--- src/sv/fbpa_pkg.sv ---
`timescale 1ns / 1ps
package fbpa_pkg;

    localparam int ADDR_W      = 18;
    localparam int UNITS_W     = 10;
    localparam int ADDR_UNIT_W = ADDR_W - 6;
    localparam int TDATA_IN_W  = 24;
    localparam int TDATA_OUT_W = 24;

    localparam logic REG_BLOCK_UNITS = 1'b0;

    typedef enum logic [1:0] {
        K_ALLOC,
        K_FREE,
        K_NULL
    } kind_t;

    typedef enum logic [2:0] {
        ST_ALLOC   = 3'd0,
        ST_FREED   = 3'd1,
        ST_NULL    = 3'd2,
        ST_FOREIGN = 3'd3,
        ST_DOUBLE  = 3'd4,
        ST_OOM     = 3'd5
    } status_t;

    typedef enum logic [3:0] {
        S_IDLE,
        S_DIV,
        S_DIVEND,
        S_DISPATCH,
        S_CLAIM_BASE,
        S_CLAIM,
        S_POP_RD,
        S_POP_WR,
        S_LOC,
        S_MUL,
        S_FCH,
        S_FCHECK,
        S_FIDX,
        S_FRD,
        S_FUPD,
        S_DONE
    } state_t;

    typedef struct packed {
        kind_t             kind;
        logic [ADDR_W-1:0] addr;
    } item_t;

    typedef struct packed {
        logic [ADDR_W-1:0] addr;
        status_t           status;
    } res_t;

    typedef struct packed {
        logic [UNITS_W-1:0] units;
        logic               wr;
    } cfg_t;

endpackage

--- src/sv/fbpa_front.sv ---
`timescale 1ns / 1ps
module fbpa_front
(
    input  logic                  clk,
    input  logic                  rst_n,
    input  logic                  s_tvalid,
    output logic                  s_tready,
    input  logic [fbpa_pkg::ADDR_W-1:0] addr,
    input  logic                  cmd,
    input  logic                  is_null,
    output logic                  q_valid,
    input  logic                  q_ready,
    output fbpa_pkg::item_t       q_item
);
    import fbpa_pkg::*;

    item_t       fifo_reg [2];
    logic        wp_reg;
    logic        rp_reg;
    logic [1:0]  cnt_reg;
    logic        push;
    logic        pop;
    item_t       cls;

    always_comb
    begin
        cls.addr = addr;
        if (!cmd)
            cls.kind = K_ALLOC;
        else if (is_null)
            cls.kind = K_NULL;
        else
            cls.kind = K_FREE;
    end

    assign s_tready = (cnt_reg != 2'd2);
    assign push     = s_tvalid && s_tready;
    assign q_valid  = (cnt_reg != 2'd0);
    assign pop      = q_valid && q_ready;
    assign q_item   = fifo_reg[rp_reg];

    always_ff @(posedge clk)
    begin
        if (push)
            fifo_reg[wp_reg] <= cls;
    end

    always_ff @(posedge clk or negedge rst_n)
    begin
        if (!rst_n)
        begin
            wp_reg  <= 1'b0;
            rp_reg  <= 1'b0;
            cnt_reg <= 2'd0;
        end
        else
        begin
            if (push)
                wp_reg <= ~wp_reg;
            if (pop)
                rp_reg <= ~rp_reg;
            cnt_reg <= cnt_reg + 2'(push) - 2'(pop);
        end
    end

endmodule

--- config.mk ---
export PLATFORM = sky130hd
export DESIGN_NAME = fbpa_front
export DESIGN_NICKNAME = d
export VERILOG_FILES = /design/src/sv/fbpa_pkg.sv /design/src/sv/fbpa_front.sv
export SDC_FILE = /design/constraint.sdc
export NUM_CORES = 1
export LEC_CHECK = 0
export BUFFER_PORTS_ARGS = -buffer_cell sky130_fd_sc_hd__buf_2
export CORE_ASPECT_RATIO = 1.1
export CORE_MARGIN = 2
export CORE_UTILIZATION = 48
export CTS_BUF_LIST = sky130_fd_sc_hd__clkbuf_4 sky130_fd_sc_hd__clkbuf_8
export CTS_CLUSTER_SIZE = 28
export DETAILED_ROUTE_END_ITERATION = 8
export HOLD_SLACK_MARGIN = 0.03
export PLACE_DENSITY_LB_ADDON = 0.25
export SYNTH_ARGS = -nofsm -noshare
export SYNTH_HDL_FRONTEND = slang
export SYNTH_SLANG_ARGS = --single-unit
export TNS_END_PERCENT = 20
--- constraint.sdc ---
create_clock -name clk -period 1.8 [get_ports clk]
set_input_delay 0.09 -clock clk [delete_from_list [all_inputs] [get_ports clk]]
set_output_delay 0.09 -clock clk [all_outputs]
set_load 0.02 [all_outputs]
* After elaboration in Yosys (flattened, before gate mapping)
Memories as Yosys holds them, arrays and structs flattened.
Index checks and enable logic that the tools add are counted.
** Storage, ports and cells
- Register bits :: 4
- RAM bits :: 40
- Output and inout port bits :: 22
- Word-level logic and storage cells :: 16
- Memories :: 1
** Operators by class
- $add $sub $neg :: 2
- Eq/ne operators :: 1
- Muxes and demuxes :: 4
- Bitwise operators :: 2
- Reduce and logical (&&, ||, !) cells :: 3
** Memory list
- fifo_reg :: words 2, bits a word 20, read ports 1, clocked after memory_dff 0, write ports 1, RTL line fbpa_front.sv:17 : item_t fifo_reg [2];
** Operators by type and width (number)
- $mux W2 :: 2
- $add A2 B1 Y2 :: 1
- $logic_and A1 B1 Y1 :: 2
- $mux W1 :: 2
- $ne A2 B2 Y1 const B :: 1
- $not A1 Y1 :: 2
- $reduce_bool A2 Y1 :: 1
- $sub A2 B1 Y2 :: 1

* Depth between registers and ports, before layout
- Depth after elaboration :: 4
- Gate-level depth with buffers :: 5
- Depth with buffers taken out :: 5

* Worst setup path after synthesis
No wires, ideal clock.
- Path type :: reg2reg
- Start point :: reg cnt_reg[0]
- End point :: mem fifo_reg[0][0] (netlist name) (enable)
- Library setup time :: 0.397 ns
- Arrival :: 1.665 ns
- Required time :: 1.403 ns
- Slack :: -0.261 ns
- Stages on the path, launching flop included :: 4
- Buffers on the path :: 0
- Period minus slack after synthesis :: 2.061 ns
- Cell sequence :: dfrtp_1 > nand2b_1 > nand2_1 > nor2_1
** On the way
- Word-level cells in the longest chain between the ends :: 4
** Ends and longest elaborated chain
- from (decl) :: RTL line fbpa_front.sv:20 : logic [1:0] cnt_reg;
- from (signal assigned) :: RTL line fbpa_front.sv:62 : cnt_reg <= cnt_reg + 2'(push) - 2'(pop);
- $ne A2 B2 Y1 :: RTL line fbpa_front.sv:36 : assign s_tready = (cnt_reg != 2'd2);
- net s_tready :: RTL line fbpa_front.sv:7 : output logic s_tready,
- $logic_and A1 B1 Y1 :: RTL line fbpa_front.sv:37 : assign push = s_tvalid && s_tready;
- $mux W1 :: RTL line fbpa_front.sv:44 : if (push)
- $mux W1 (not written as such) :: RTL line fbpa_front.sv:45 : fifo_reg[wp_reg] <= cls;
- to (decl) :: RTL line fbpa_front.sv:17
The timed path passes the listed nets, and every way through them passes these cells.

==> impl_metrics.py <==
metrics = {
    "cells_and_area": {
        "final_cell_count_no_fill": 209,
        "syn_to_final_growth_pct": 35.84,
        "final_nets": 185,
        "n_antenna_cell": 0,
        "drive_gt1_share_pct": 50.93,
        "largest_reg_flops": 40,
        "post-route-util_pct": 68.07,
    },
    "cts": {
        "clk_pin_slew_ns": 0.12,
        "clock_sink_count": 44,
        "cts_root_buffer": "clkbuf_4",
        "insertion_delay_ns": 0.34,
        "cts_buffers": 5,
        "htreeDepth": 2,
        "cts_tree": "yes",
        "clockBufferDepth": 2,
    },
    "setup_path": {
        "endpoint_kind": "output port",
        "critPathRequiredTime_ns": 1.71,
        "worstPathArrival_ns": 1.55,
        "critPathMaxFanout": 17,
        "ff2ff_path_depth": 2,
        "criticalPathCategory": "reg2out",
        "start_kind": "flop",
    },
    "floorplan": {
        "initial_core_util_pct": 50.11,
        "core_um2": 3358,
        "die-area_um2": 3996,
        "rows": 22,
        "fp.dieW_um": 60.46,
        "pin_count": 46,
        "die_y_um": 66.10,
    },
    "run_status": {
        "status": "finished, final reports clean",
    },
    "placement": {
        "dp_cells": 180,
        "place_ws_ns": 0.3159,
        "port_buffers": 45,
        "gp_congestion": 0.6739,
        "hpwl_mm": 1.880,
    },
    "sta": {
        "whs_ns": 0.06036,
        "slew_headroom_pct": 66.93,
        "fin_crit_sh_pct": 90.86,
        "finalSetupViolations": 0,
        "rsz0062_at_grt": "false",
        "hold_viol": 0,
        "layout_min_cycle_time_ns": 1.635,
        "finalMaxSlewViolations": 0,
        "final.setup.worst_slack_ns": 0.1646,
        "worst_pin_slew_ns": 0.4961,
        "setup_tns_ns": 0,
        "clock_skew_ns": 0.005821,
        "fmax_mhz": 611.5,
    },
    "routing": {
        "routedWlPerCell_um": 13.41,
        "vias": 1004,
        "dr.first_iter.drc_count": 2,
        "drt_pass1_iterations": 3,
        "detail-route-antenna-nets": 0,
        "routed_wirelength_mm": 2.802,
        "drcViolationCount": 0,
        "viasPerCell": 4.804,
    },
    "global_route": {
        "grt_max_degree": 21,
        "gr-total-overflow": 0,
        "grt_pass1_wl_mm": 4.353,
        "antenna_found_initial": 0,
        "grt_pass1_vias": 1037,
        "track_usage_pct": 15.79,
    },
    "pwr": {
        "cellPowerDensity_nw_per_um2": 1479,
        "ir_worst_vdd_uv": 1063,
        "p_leak_nw": 0.8877,
    },
    "yosys": {
        "synth_cell_types": 19,
        "ys_warn_count": 0,
        "synth.avg_cell_area_um2": 19.57,
        "syn_area_um2": 1683,
        "synth_seq_cells": 44,
        "syn_inst": 86,
        "synthesis.nets": 111,
        "yosysSeqAreaShare_pct": 77.32,
    },
    "run": {
        "max_cap_viol_count": 0,
    },
    "hold_path": {
        "hp-class": "in2async",
    },
}
worst max-delay path, cell delays in order, from the launching register on:
cell and delay, ns:
dfrtp_1 0.50, buf_12 0.20, mux2_2 0.35, buf_2 0.16
through the flow:
| stage | total power, W | instance area [um2] |
|---|---|---|
| after CTS | 0.003434 | 2286 |
| after global routing | 0.003564 | 2286 |
| final | 0.003381 | 2286 |
| after floorplan | 0.002372 | 1685 |
| after detailed placement | 0.002793 | 1996 |
| after global placement | 0.002745 | 1996 |
worst paths after layout:
path	to	slack (ns)	from
max	q_item[7]	0.16	rp_reg$_DFFE_PN0P_
min	wp_reg$_DFFE_PN0P_	0.06	rst_n
max reg2reg	fifo_reg[1][10]$_DFFE_PP_	0.31	cnt_reg[0]$_DFF_PN0_
min reg2reg	wp_reg$_DFFE_PN0P_	0.53	wp_reg$_DFFE_PN0P_
max in group asynchronous	rp_reg$_DFFE_PN0P_	1.62	rst_n
min in group clk	fifo_reg[0][19]$_DFFE_PP_	0.07	cmd
area by class of cell:
class | instances | area [um2]
sequential | 44 | 1301
fill | 248 | 1072
timing repair buffer | 69 | 470.5
multi-input combinational | 40 | 374.1
tap | 48 | 60.06
clock buffer | 6 | 45.04
clock inverter | 2 | 35.03
Yosys cell counts (all sizes together):
cell type / instances / area (um2)
and2b: 1 / 8.760
mux2: 20 / 225.2
and2: 1 / 6.260
xnor2: 3 / 26.28
nor2: 3 / 11.26
a311oi: 1 / 15.01
o21ba: 1 / 10.01
edfxtp: 40 / 1201
ha: 1 / 12.51
o21ai: 1 / 5.000
buf: 2 / 10.01
nor2b: 1 / 6.260
dfrtp: 4 / 100.1
nand2b: 1 / 6.260
or2: 1 / 6.260
nand2: 2 / 7.510
and4bb: 1 / 12.51
nand3: 1 / 5.000
and3: 1 / 7.510
per-layer routing:
layer / track usage [%] / up-vias / wire, um
li1: - / 481 / -
met1: 16.84 / 498 / 1119
met2: 27.17 / 21 / 1501
met3: 5.871 / 4 / 134
met4: 7.337 / 0 / 46
met5: 0 / - / 0
kinds of logic after synthesis:
family,synth area share (%)
buffers and inverters,0.5948
XOR/XNOR,1.562
adder cells (fa/ha/maj),0.7434
flip-flops,77.32
AO/OA/AOI/OAI,1.784
AND/OR/NAND/NOR,4.611
multiplexers,13.38
repair_timing:
| action | 4_1_cts | 5_1_grt |
|---|---|---|
| endpoints found under the hold margin | 43 | 0 |
| resized for setup | 0 | 0 |
| setup buffers | 0 | 0 |
| hold buffers | 21 | 0 |
power breakdown:
group | total, W | switching (W) | internal, W
Sequential | 0.00152 | 0.000111 | 0.00141
Combinational | 0.00127 | 0.000693 | 0.000573
Clock | 0.000599 | 0.000292 | 0.000306
layout by cell type (no fill, tap or decap), drive strengths merged:
cell type / Yosys / layout
buf: 2 / 48
edfxtp: 40 / 40
dlygate4sd3: 0 / 21
mux2: 20 / 20
clkbuf: 0 / 6
dfrtp: 4 / 4
xnor2: 3 / 3
nor2: 3 / 3
nand2: 2 / 2
nand2b: 1 / 1
nor2b: 1 / 1
and2b: 1 / 1
o21ba: 1 / 1
nand3: 1 / 1
o21ai: 1 / 1
and4bb: 1 / 1
a311oi: 1 / 1
and3: 1 / 1
and2: 1 / 1
or2: 1 / 1
ha: 1 / 1
bufinv: 0 / 1
clkinv: 0 / 1
No activity file was read; power rests on OpenSTA's default activity.
